File: config.mk
export PLATFORM = sky130hd
export DESIGN_NAME = rpn_stack_evaluator_core
export DESIGN_NICKNAME = d
export VERILOG_FILES = /design/src/design/rpn_pkg.sv /design/src/design/rpn_ram.sv /design/src/design/rpn_alu.sv /design/src/design/rpn_stack_evaluator_core.sv
export SDC_FILE = /design/constraint.sdc
export NUM_CORES = 2
export LEC_CHECK = 0
export BUFFER_PORTS_ARGS = -buffer_cell sky130_fd_sc_hd__buf_2
export CORE_ASPECT_RATIO = 1.1
export CORE_UTILIZATION = 43
export CTS_CLUSTER_SIZE = 10
export DETAILED_ROUTE_END_ITERATION = 12
export MAX_ROUTING_LAYER = met4
export PLACE_DENSITY = 0.67
export SYNTH_ARGS = -nofsm -noshare
export SYNTH_HDL_FRONTEND = slang
export SYNTH_SLANG_ARGS = --single-unit
File: constraint.sdc
create_clock -name clk -period 10 [get_ports clk]
set_input_delay 1 -clock clk [delete_from_list [all_inputs] [get_ports clk]]
set_output_delay 1 -clock clk [all_outputs]
set_load 0.05 [all_outputs]
File: src/design/rpn_pkg.sv
// ----------------------------------------------------------------------------
// rpn_pkg
// Shared constants, token codes and word types of the postfix evaluator.
// ----------------------------------------------------------------------------
package rpn_pkg;

	localparam int STACK_DEPTH = 64;
	localparam int ADDR_W      = $clog2(STACK_DEPTH);
	localparam int CNT_W       = $clog2(STACK_DEPTH + 1);
	localparam int DATA_W      = 32;
	localparam int ITER_W      = $clog2(DATA_W);

	localparam logic [CNT_W-1:0] DEPTH_CNT = CNT_W'(STACK_DEPTH);

	localparam logic [2:0] KIND_NUM = 3'd0;
	localparam logic [2:0] KIND_ADD = 3'd1;
	localparam logic [2:0] KIND_SUB = 3'd2;
	localparam logic [2:0] KIND_MUL = 3'd3;
	localparam logic [2:0] KIND_DIV = 3'd4;
	localparam logic [2:0] KIND_END = 3'd5;

	localparam int FLAG_OVERFLOW = 0;
	localparam int FLAG_DIVZERO  = 1;

	typedef struct packed {
		logic [2:0]               kind;
		logic signed [DATA_W-1:0] value;
	} token_t;

	typedef struct packed {
		logic signed [DATA_W-1:0] answer;
		logic [1:0]               status;
	} result_t;

	typedef struct packed {
		logic [2:0]        op;
		logic [DATA_W-1:0] y;
		logic [DATA_W-1:0] x;
	} alu_req_t;

	typedef struct packed {
		logic              done;
		logic              divzero;
		logic [DATA_W-1:0] result;
	} alu_rsp_t;

endpackage

File: src/design/rpn_ram.sv
// ----------------------------------------------------------------------------
// rpn_ram
// Generic single-write, single-read RAM with a registered read port.
// ----------------------------------------------------------------------------
module rpn_ram #(
	parameter int WIDTH = 32,
	parameter int DEPTH = 64
) (
	input  logic                     clk,
	input  logic                     wr_en,
	input  logic [$clog2(DEPTH)-1:0] wr_addr,
	input  logic [WIDTH-1:0]         wr_data,
	input  logic                     rd_en,
	input  logic [$clog2(DEPTH)-1:0] rd_addr,
	output logic [WIDTH-1:0]         rd_data
);

	logic [WIDTH-1:0] mem_q [DEPTH];
	logic [WIDTH-1:0] rd_data_q;

	always_ff @(posedge clk) begin
		if (wr_en) begin
			mem_q[wr_addr] <= wr_data;
		end
		if (rd_en) begin
			rd_data_q <= mem_q[rd_addr];
		end
	end

	assign rd_data = rd_data_q;

endmodule

File: src/design/rpn_alu.sv
// ----------------------------------------------------------------------------
// rpn_alu
// Iterative arithmetic unit built round one shared 34-bit adder. Add and
// subtract take one pass; multiply is shift-and-add and divide is restoring
// division on magnitudes, each 32 steps plus a final pass.
// ----------------------------------------------------------------------------
module rpn_alu (
	input  logic              clk,
	input  logic              arst_n,
	input  logic              start,
	input  rpn_pkg::alu_req_t req,
	output rpn_pkg::alu_rsp_t rsp
);

	typedef enum logic [2:0] {
		A_IDLE = 3'b001,
		A_RUN  = 3'b010,
		A_FIN  = 3'b100
	} alu_state_t;

	alu_state_t                       state_q;
	logic [2:0]                       op_q;
	logic [rpn_pkg::DATA_W-1:0]       acc_q;
	logic [rpn_pkg::DATA_W-1:0]       opa_q;
	logic [rpn_pkg::DATA_W-1:0]       opb_q;
	logic [rpn_pkg::ITER_W-1:0]       cnt_q;
	logic                             neg_q;
	logic                             dz_q;

	logic [rpn_pkg::DATA_W+1:0]       add_a;
	logic [rpn_pkg::DATA_W+1:0]       add_b;
	logic [rpn_pkg::DATA_W+1:0]       sum;
	logic                             add_sub;
	logic                             qbit;
	logic [rpn_pkg::DATA_W-1:0]       y_mag;
	logic [rpn_pkg::DATA_W-1:0]       x_mag;

	assign y_mag = req.y[rpn_pkg::DATA_W-1] ? (~req.y + 1'b1) : req.y;
	assign x_mag = req.x[rpn_pkg::DATA_W-1] ? (~req.x + 1'b1) : req.x;

	always_comb begin
		add_a   = '0;
		add_b   = '0;
		add_sub = 1'b0;
		unique case (state_q)
			A_RUN: begin
				if (op_q == rpn_pkg::KIND_DIV) begin
					// Trial subtraction of the divisor from the shifted remainder.
					add_a   = {1'b0, acc_q, opa_q[rpn_pkg::DATA_W-1]};
					add_b   = {2'b00, opb_q};
					add_sub = 1'b1;
				end else begin
					add_a = {2'b00, acc_q};
					add_b = opb_q[0] ? {2'b00, opa_q} : '0;
				end
			end
			A_FIN: begin
				case (op_q)
					rpn_pkg::KIND_ADD: begin
						add_a = {2'b00, opa_q};
						add_b = {2'b00, opb_q};
					end
					rpn_pkg::KIND_SUB: begin
						add_a   = {2'b00, opa_q};
						add_b   = {2'b00, opb_q};
						add_sub = 1'b1;
					end
					rpn_pkg::KIND_MUL: begin
						add_a = {2'b00, acc_q};
					end
					default: begin
						// Divide: apply the sign to the quotient magnitude.
						add_b   = {2'b00, opa_q};
						add_sub = neg_q;
					end
				endcase
			end
			default: begin
			end
		endcase
		sum = add_a + (add_sub ? ~add_b : add_b) + {{(rpn_pkg::DATA_W+1){1'b0}}, add_sub};
	end

	assign qbit = ~sum[rpn_pkg::DATA_W+1];

	always_ff @(posedge clk or negedge arst_n) begin
		if (!arst_n) begin
			state_q <= A_IDLE;
		end else begin
			unique case (state_q)
				A_IDLE: begin
					if (start) begin
						if (req.op == rpn_pkg::KIND_MUL ||
						    (req.op == rpn_pkg::KIND_DIV && req.x != '0)) begin
							state_q <= A_RUN;
						end else begin
							state_q <= A_FIN;
						end
					end
				end
				A_RUN: begin
					if (cnt_q == '0) begin
						state_q <= A_FIN;
					end
				end
				A_FIN: begin
					state_q <= A_IDLE;
				end
				default: begin
					state_q <= A_IDLE;
				end
			endcase
		end
	end

	always_ff @(posedge clk) begin
		if (state_q == A_IDLE && start) begin
			op_q  <= req.op;
			cnt_q <= '1;
			acc_q <= '0;
			if (req.op == rpn_pkg::KIND_DIV) begin
				opb_q <= x_mag;
				if (req.x == '0) begin
					opa_q <= '0;
					neg_q <= 1'b0;
					dz_q  <= 1'b1;
				end else begin
					opa_q <= y_mag;
					neg_q <= req.y[rpn_pkg::DATA_W-1] ^ req.x[rpn_pkg::DATA_W-1];
					dz_q  <= 1'b0;
				end
			end else begin
				opa_q <= req.y;
				opb_q <= req.x;
				neg_q <= 1'b0;
				dz_q  <= 1'b0;
			end
		end else if (state_q == A_RUN) begin
			cnt_q <= cnt_q - 1'b1;
			if (op_q == rpn_pkg::KIND_DIV) begin
				acc_q <= qbit ? sum[rpn_pkg::DATA_W-1:0]
				              : {acc_q[rpn_pkg::DATA_W-2:0], opa_q[rpn_pkg::DATA_W-1]};
				opa_q <= {opa_q[rpn_pkg::DATA_W-2:0], qbit};
			end else begin
				acc_q <= sum[rpn_pkg::DATA_W-1:0];
				opa_q <= {opa_q[rpn_pkg::DATA_W-2:0], 1'b0};
				opb_q <= {1'b0, opb_q[rpn_pkg::DATA_W-1:1]};
			end
		end
	end

	assign rsp.done    = (state_q == A_FIN);
	assign rsp.divzero = dz_q;
	assign rsp.result  = sum[rpn_pkg::DATA_W-1:0];

endmodule

File: src/design/rpn_stack_evaluator_core.sv
// ----------------------------------------------------------------------------
// rpn_stack_evaluator_core
// Postfix integer evaluator on a RAM-backed stack with an iterative ALU.
// A number word is pushed; an operator pops two words, runs rpn_alu (32 steps
// of its shared adder for multiply and divide, none for a zero divisor) and
// pushes the result; an end word pops the answer into the output register.
// One word is worked on at a time; the result sits in an output register.
// Reset empties the stack and clears the status; the RAM is not cleared.
// ----------------------------------------------------------------------------
module rpn_stack_evaluator_core (
	input  logic             clk,
	input  logic             arst_n,
	input  logic             token_valid,
	output logic             token_stall,
	input  rpn_pkg::token_t  token,
	output logic             result_valid,
	input  logic             result_stall,
	output rpn_pkg::result_t result
);

	typedef enum logic [6:0] {
		ST_IDLE = 7'b0000001,
		ST_RDX  = 7'b0000010,
		ST_RDY  = 7'b0000100,
		ST_GETY = 7'b0001000,
		ST_CALC = 7'b0010000,
		ST_PUSH = 7'b0100000,
		ST_END  = 7'b1000000
	} seq_state_t;

	seq_state_t                     state_q;
	logic [rpn_pkg::CNT_W-1:0]      cnt_q;
	logic [1:0]                     err_q;
	logic                           res_valid_q;
	rpn_pkg::result_t               res_data_q;
	logic [2:0]                     kind_q;
	logic [rpn_pkg::DATA_W-1:0]     res_q;
	logic [rpn_pkg::DATA_W-1:0]     x_q;
	logic                           xe_q;
	logic                           ye_q;

	logic                           have_item;
	logic                           out_free;
	logic                           rd_en;
	logic [rpn_pkg::ADDR_W-1:0]     rd_addr;
	logic [rpn_pkg::DATA_W-1:0]     rd_data;
	logic                           wr_en;
	logic                           alu_start;
	rpn_pkg::alu_req_t              alu_req;
	rpn_pkg::alu_rsp_t              alu_rsp;
	logic [rpn_pkg::DATA_W-1:0]     answer;

	assign have_item = (cnt_q != '0);
	assign out_free  = !res_valid_q || !result_stall;
	assign rd_addr   = rpn_pkg::ADDR_W'(cnt_q - 1'b1);
	assign rd_en     = have_item &&
	                   (state_q == ST_RDX || (state_q == ST_RDY && kind_q != rpn_pkg::KIND_END));
	assign wr_en     = (state_q == ST_PUSH) && (cnt_q < rpn_pkg::DEPTH_CNT);
	assign alu_start = (state_q == ST_GETY);
	assign answer    = xe_q ? '1 : rd_data;

	always_comb begin
		alu_req.op = kind_q;
		alu_req.y  = ye_q ? '1 : rd_data;
		alu_req.x  = x_q;
	end

	rpn_ram #(
		.WIDTH(rpn_pkg::DATA_W),
		.DEPTH(rpn_pkg::STACK_DEPTH)
	) u_stack (
		.clk     (clk),
		.wr_en   (wr_en),
		.wr_addr (cnt_q[rpn_pkg::ADDR_W-1:0]),
		.wr_data (res_q),
		.rd_en   (rd_en),
		.rd_addr (rd_addr),
		.rd_data (rd_data)
	);

	rpn_alu u_alu (
		.clk    (clk),
		.arst_n (arst_n),
		.start  (alu_start),
		.req    (alu_req),
		.rsp    (alu_rsp)
	);

	always_ff @(posedge clk or negedge arst_n) begin
		if (!arst_n) begin
			state_q     <= ST_IDLE;
			cnt_q       <= '0;
			err_q       <= '0;
			res_valid_q <= 1'b0;
		end else begin
			if (state_q == ST_END && out_free) begin
				res_valid_q <= 1'b1;
			end else if (res_valid_q && !result_stall) begin
				res_valid_q <= 1'b0;
			end
			unique case (state_q)
				ST_IDLE: begin
					if (token_valid) begin
						unique case (token.kind) inside
							rpn_pkg::KIND_NUM: state_q <= ST_PUSH;
							rpn_pkg::KIND_ADD, rpn_pkg::KIND_SUB, rpn_pkg::KIND_MUL,
							rpn_pkg::KIND_DIV, rpn_pkg::KIND_END: state_q <= ST_RDX;
							default: state_q <= ST_IDLE;
						endcase
					end
				end
				ST_RDX: begin
					if (have_item) begin
						cnt_q <= cnt_q - 1'b1;
					end
					state_q <= ST_RDY;
				end
				ST_RDY: begin
					if (kind_q == rpn_pkg::KIND_END) begin
						state_q <= ST_END;
					end else begin
						if (have_item) begin
							cnt_q <= cnt_q - 1'b1;
						end
						state_q <= ST_GETY;
					end
				end
				ST_GETY: begin
					state_q <= ST_CALC;
				end
				ST_CALC: begin
					if (alu_rsp.done) begin
						if (alu_rsp.divzero) begin
							err_q[rpn_pkg::FLAG_DIVZERO] <= 1'b1;
						end
						state_q <= ST_PUSH;
					end
				end
				ST_PUSH: begin
					if (cnt_q < rpn_pkg::DEPTH_CNT) begin
						cnt_q <= cnt_q + 1'b1;
					end else begin
						err_q[rpn_pkg::FLAG_OVERFLOW] <= 1'b1;
					end
					state_q <= ST_IDLE;
				end
				ST_END: begin
					// The popped word stays on the RAM read port until the slot frees.
					if (out_free) begin
						cnt_q       <= '0;
						err_q       <= '0;
						state_q     <= ST_IDLE;
					end
				end
				default: begin
					state_q <= ST_IDLE;
				end
			endcase
		end
	end

	always_ff @(posedge clk) begin
		if (state_q == ST_IDLE && token_valid) begin
			kind_q <= token.kind;
			res_q  <= token.value;
		end
		if (state_q == ST_RDX) begin
			xe_q <= !have_item;
		end
		if (state_q == ST_RDY) begin
			x_q  <= answer;
			ye_q <= !have_item;
		end
		if (state_q == ST_CALC && alu_rsp.done) begin
			res_q <= alu_rsp.result;
		end
		if (state_q == ST_END && out_free) begin
			res_data_q.answer <= answer;
			res_data_q.status <= err_q;
		end
	end

	assign token_stall  = (state_q != ST_IDLE);
	assign result_valid = res_valid_q;
	assign result       = res_data_q;

endmodule

### After elaboration in Yosys (flattened, before gate mapping)

Memories as Yosys holds them, arrays and structs flattened. A register that Yosys moved wholly into a read port is not among the register bits.
Cells that the tools add are included.

* memories kept: 1
* bits in writable memories: 2048
* bits in latches: 0
* word-level logic and storage cells: 159
* output and inout port bits: 36
* flip-flop bits (word level): 229
* bits of input ports: 39
* bits in read-only memories: 0

Memories
* u_stack.mem_q: depth 64, bits a word 32, read ports 1, clocked after memory_dff 1, write ports 1, line rpn_ram.sv:18 `logic [WIDTH-1:0] mem_q [DEPTH];`

* divide/modulo/power cells: 0
* shifts and indexed selects: 0
* add/sub/neg operators: 7
* bitwise gates (word level): 6
* equal/unequal tests: 34
* mux-type cells: 54
* order comparisons: 1
* $mul: 0
* reductions and logical operators: 36

Operators by type and width (count)
* 32-bit two-way mux: 17
* 34-bit one-hot mux with 2 select lines: 2
* 32-bit one-hot mux with 2 select lines: 2
* 34-bit two-way mux: 2
* 32-bit by 1-bit adder with 32-bit output, second input constant: 2
* 32-bit inverter: 2
* 7-bit two-way mux: 8
* 7-bit one-hot mux with 6 select lines: 1
* 34-bit by 1-bit adder with 34-bit output: 1
* 34-bit adder: 1
* 34-bit inverter: 1
* 33-bit two-way mux: 1
* 32-bit logical NOT: 1
* 32-bit nonzero test: 1
* 7-bit one-hot mux with 4 select lines: 1
* 3-bit by 2-bit equality test with 1-bit output, second input constant: 6
* 3-bit equality test, second input constant: 6
* 6-bit one-hot mux with 2 select lines: 1
* 1-bit two-way mux: 10
* 2-bit by 1-bit inequality test with 1-bit output, second input constant: 5
* 2-bit inequality test, second input constant: 5
* 2-bit nonzero test: 5
* 3-bit by 1-bit equality test with 1-bit output, second input constant: 3
* 1-bit logical AND: 9
* other kinds (30): 45

### Depth between registers and ports, before layout

* depth in word-level cells: 12
* gate-level depth with buffers: 22
* gate-level depth less buffers: 17

### By module

Synthesis repeated with hierarchy kept, for this count alone.

* cell total of the unflattened synthesis: 4792
* area total of the unflattened synthesis: 92896.6 sq um

By module, submodules not included
* rpn_ram: area each 78835.6 sq um, instances 1, cells an instance 3324, sequential area each 62459.9 sq um
* rpn_alu: area each 8914.8 sq um, instances 1, cells an instance 1111, sequential area each 2889.0 sq um
* rpn_stack_evaluator_core: area each 5146.2 sq um, instances 1, cells an instance 357, sequential area each 3519.6 sq um

### Least setup slack after synthesis

No wires, ideal clock.

* kind: reg-to-reg
* from: register u_alu.state_q[1]
* to: register u_alu.acc_q[30] (netlist name)
* data required time: 9884 ps
* stages on the path, launching flop included: 21
* period minus slack after synthesis: 4631 ps
* arrival time: 4515 ps
* library setup time: 116 ps
* path slack: 5369 ps
* path buffers: 5
* cell sequence: dfrtp_1 > buf_2 > nor3b_1 > a32oi_1 > o31a_1 > clkbuf_1 > inv_2 > clkbuf_1 > xnor2_1 > ha_1 > a21o_1 > a21o_1 > a21oi_1 > a21oi_1 > a211oi_4 > nor3_1 > or4b_1 > buf_2 > buf_6 > o22ai_1 > nand2_1

* word-level cells in the longest chain between the ends: 8
* elaborated cells between the ends (all ways): 13
* those cells by class: add/sub: 2; eq/ne: 3; mux: 6; bitwise: 1; reduce/logical: 1

RTL lines
* start: declaration: line rpn_alu.sv:21 `alu_state_t state_q;`
* start signal: assignment: line rpn_alu.sv:88 `state_q <= A_IDLE;`
* start signal: assignment: line rpn_alu.sv:95 `state_q <= A_RUN;`
* start signal: assignment: line rpn_alu.sv:97 `state_q <= A_FIN;`
* 3-bit equality test / 3-bit by 2-bit equality test with 1-bit output (equally long branches): line rpn_alu.sv:45, rpn_alu.sv:138
* 34-bit one-hot mux with 2 select lines: line rpn_alu.sv:45 `unique case (state_q)`
* 34-bit inverter: line rpn_alu.sv:81 `sum = add_a + (add_sub ? ~add_b : add_b) + {{(rpn_pkg::DATA_W+1){1'b0}}, add_sub};`
* 34-bit two-way mux: line rpn_alu.sv:81
* 34-bit adder: line rpn_alu.sv:81
* 34-bit by 1-bit adder with 34-bit output: line rpn_alu.sv:81
* 32-bit two-way mux: line rpn_alu.sv:141 `acc_q <= qbit ? sum[rpn_pkg::DATA_W-1:0]`
* 32-bit two-way mux: line rpn_alu.sv:140 `if (op_q == rpn_pkg::KIND_DIV) begin`
* end signal: assignment: line rpn_alu.sv:141
* end signal: assignment: line rpn_alu.sv:145 `acc_q <= sum[rpn_pkg::DATA_W-1:0];`
* end: declaration: line rpn_alu.sv:23 `logic [rpn_pkg::DATA_W-1:0] acc_q;`

Parallel ways exist; a longest one is shown, timed or not.
A chain may end at the register's enable or synchronous reset.

### Worst setup path in the final report

* from: register u_alu.state_q[1]
* to: register u_alu.acc_q[2] (netlist name)

Same word-level chain as after synthesis.

==> impl_results.md <==
- Status: finished clean
- Detail Route Antenna Nets: 0
- CP max stage delay: 0.78 ns
- Final TNS setup: 0 ns
- Hold Path Class: in2async
- Area growth from synthesis to layout: 13.1%
- FF+latch count, synth: 2,309
- Leak: 0.0332 uW
- RR Startpoint: u_alu.state_q[1]
- Clock share of power: 28.3%
- Final hold viol count: 0
- I/O pin total: between 70 and 80
- Crit Path Max Fanout: 48
- Max Cap Viol: 0
- Unique masters post-synth: 82
- CTS resizes: 0
- RePlAce Congestion: a little over 0.9
- Worst rel slew slack: 6.20%
- Post-synth EDFFs: 2,252
- Average size of a mapped cell: 20.0 um2
- Initial antenna violation count: 11
- Yosys top cell area share: between 70% and 80%
- Initial DRC Count: 6,125
- Cell area after synthesis: about 0.093 mm2
- Sequential fraction of the synthesis area: 73.9%
- Setup ws final: 3.83 ns
- Post-synthesis async set-or-reset flop share: less than 1%
- CP Launch Type: register
- DR WL/cell: 31.5 um
- Vert. Die Dim: 490 um
- WP data arrival: roughly 7.0 ns
- Clk_skew: a little under 0.07 ns
- Synthesized Nets: approximately 4,700
- Root Buffer: clkbuf_16
- Vias in the first global route: 47,700
- PwrDens: 293 mW/mm2
- R2R cell count: 15
- R2R Setup Slk: 3.83 ns
- HPWL Detailed: between 100 and 150 mm
- 1st-pass router iterations: 6
- GRT overflow: 0
- Final Max Tran Viols: 0
- Slew @ Worst Pin: 1.41 ns
- Worst path required time: 10.82 ns
- Die X: ~450 um
- Cell accounting for the most synthesized area: edfxtp_1
- NetSw: 9850 uW
- Minimum clock period: around 6.2 ns
- Internal: roughly 21,000 uW
- Cells along the critical path: nor3b_2, buf_4, a32oi_1, o31a_1, inv_2, xnor2_1, ha_1, nand4_1, nor4_1, nor2b_1, nand3_1, o32a_1, nand2_2, mux2_1, o21ai_1
- Placeable Area: 0.215 mm2
- Cells after Synth: 4,653
- Post CTS Setup Buffer Count: 0
- DR vias: 47,700
- Crit Reg-Reg Endpoint: u_alu.acc_q[2]
- H-Tree Depth: 5
- Top-count cell post-synth: edfxtp_1
- Clock-pin slew on the worst setup and hold paths: 0.05 ns
- Fmax: 162 MHz
- Layout cell share with drive strength beyond 1: 26.9%
- Die area: about 0.22 mm2
- Starting Density: 43.4%
- Largest net degree at the start of global routing: 139
- Placed cell count: 7,484
- Longest Clk Path Bufs: 4
- Critical path startpoint: u_alu.state_q[1]
- Total wire length: around 250 mm
- CTS tree: done
- Main flop type after synthesis: edfxtp_1
- Setup WS pre-CTS: between 3 and 4 ns
- CP Class: reg2reg
- Switching Share: a little under a third
- Commonest cells in the netlist: edfxtp_1 (2,252), mux4_2 (672), nand2_1 (269), nor2_1 (221), clkbuf_1 (204)
- Tot GR Track Use: 23.1%
- CP Capture Type: register
- RSZ-0062 raised after global routing: false
- # DRC: 0
- CP max-delay cell: inv_2
- First-pass GRT wire length: 347 mm
- Total clock sinks: 2,309
- Peak VDD IR: ~700 uV
- Num CTS Buffers: 284
- Top post-synthesis cells by area: edfxtp_1 (73%), mux4_2 (16%), nand2_1 (1.1%), nor2_1 (0.89%), clkbuf_1 (0.82%)
- Fin nets: around 5,000
- Clk Latency, worst-skew pair: 0.93 ns
- Layout Cells excl Fill: 7,824
- Seq pwr share: 36.9%
- # rows: 178
- Port Buffers: 74
- Crit share post-route: 61.7%
- CTS Hold Bufs: 0
- Vias per inst: between 6 and 7
- Final design utilization: 49.1%
- Final Setup Violations: 0
- YS warnings: 0
- Combinational share of power: 34.8%
[area by class of cell]
type / count / area, um2
fill: 17200 / 109000
sequential: 2309 / 68900
multi-input combinational: 2050 / 23800
clock buffer: 316 / 7430
tap: 2880 / 3600
timing repair buffer: 214 / 1480
inverter: 31 / 116
clock inverter: 15 / 103
antenna: 9 / 22.5
[state kept, by name (all words and copies together), names as in the netlist, 2 cells and up]
| signal | cells |
|---|---|
| u_alu.op_q | 3 |
| u_alu.acc_q | 32 |
| u_alu.opb_q | 32 |
| state_q | 7 |
| u_stack.mem_q | 2048 |
| cnt_q | 7 |
| x_q | 32 |
| u_alu.state_q | 3 |
| u_stack.rd_data | 32 |
| u_alu.cnt_q | 5 |
| err_q | 2 |
| result | 34 |
| u_alu.opa_q | 32 |
| res_q | 32 |
| kind_q | 3 |
[cell families after synthesis]
family	share of synthesized area, %
and+or+nand+nor	3.55
adders and majority gates	0.518
buffers and inverters	1.21
AOI/OAI and AO/OA	3.30
xor gates and xnor gates	1.01
DFF	73.9
muxes	16.5
[power by group through the flow]
stage               logic, uW  registers, uW  clock network (uW)
global route            11000          11400                9200
global placement        10800          11600                   0
finish                  10700          11400                8730
CTS                     10800          11400                8870
floorplan                6530          11600                   0
detailed placement      10800          11600                   0
[layer usage]
metal  global-route usage [%]  part of all wire [%]  wire (um)
met1                     29.9                    38      94400
met2                     36.5                    49     121000
met3                     3.81                   8.1      20000
met4                     9.03                   4.3      10500
met5                        -                     0          0
[cells in the final DEF, fill, tap and decap left out, types with 7 or more instances in the layout]
master     Yosys  final
o31ai_1       29     29
dfxtp_1       37     37
a22o_1         7      7
and3_1        12     12
o21a_1        12     12
mux4_2       672    672
xor2_1        35     34
nand2b_1      11     11
o22ai_1       27     27
nor2b_1       17     17
clkbuf_16      0    293
nor3_1        30     29
o21ai_0      100     99
a21o_1        37     37
inv_1         28     27
o21bai_1       9      9
nand4_1       16     16
or3_1         13     13
nand3_1       35     35
a22oi_1       42     42
or2_2         38     38
nor4_1        14     13
diode_2        0      9
clkbuf_1     204     22
a21oi_1      124    123
buf_2         11     74
nand3b_1      13     13
a31oi_1       17     17
o21ai_1       17     16
mux2i_1       17     17
dfrtp_1       18     17
ha_1          37     36
buf_4          0    135
nor2_1       221    155
edfxtp_1    2252   2252
xnor2_1       72     69
nor2_4         0     66
nand2_1      269    266
[metrics by stage]
stage	cell area (um2)	hold slack, ns	total power [uW]
after detailed placement	97900	0.437	22400
after floorplan	93200	0.426	18200
after global placement	97900	0.439	22300
final	105000	0.142	30800
after CTS	105000	0.0733	31100
after global routing	105000	0.127	31600
[worst max-delay path by stage]
stage | end | slack [ns] | cells past startpoint
6_report | u_alu.acc_q[2] | 3.83 | 15
3_5_place_dp | u_alu.acc_q[2] | 3.99 | 15
2_1_floorplan | u_alu.acc_q[30] | 5.37 | 20
3_3_place_gp | u_alu.acc_q[7] | 4.12 | 16
5_1_grt | u_alu.acc_q[2] | 3.45 | 15
4_1_cts | u_alu.acc_q[29] | 3.98 | 16
[critical path, delay by kind of cell, from the launching register on]
kind	cells	cell delay, ns
and+or+nand+nor	6	2.28
buffers and inverters	2	1.27
AOI/OAI and AO/OA	4	0.90
DFF	1	0.54
adders and majority gates	1	0.52
muxes	1	0.38
xor gates and xnor gates	1	0.18
Note: power is estimated with default switching activity, not from simulation.
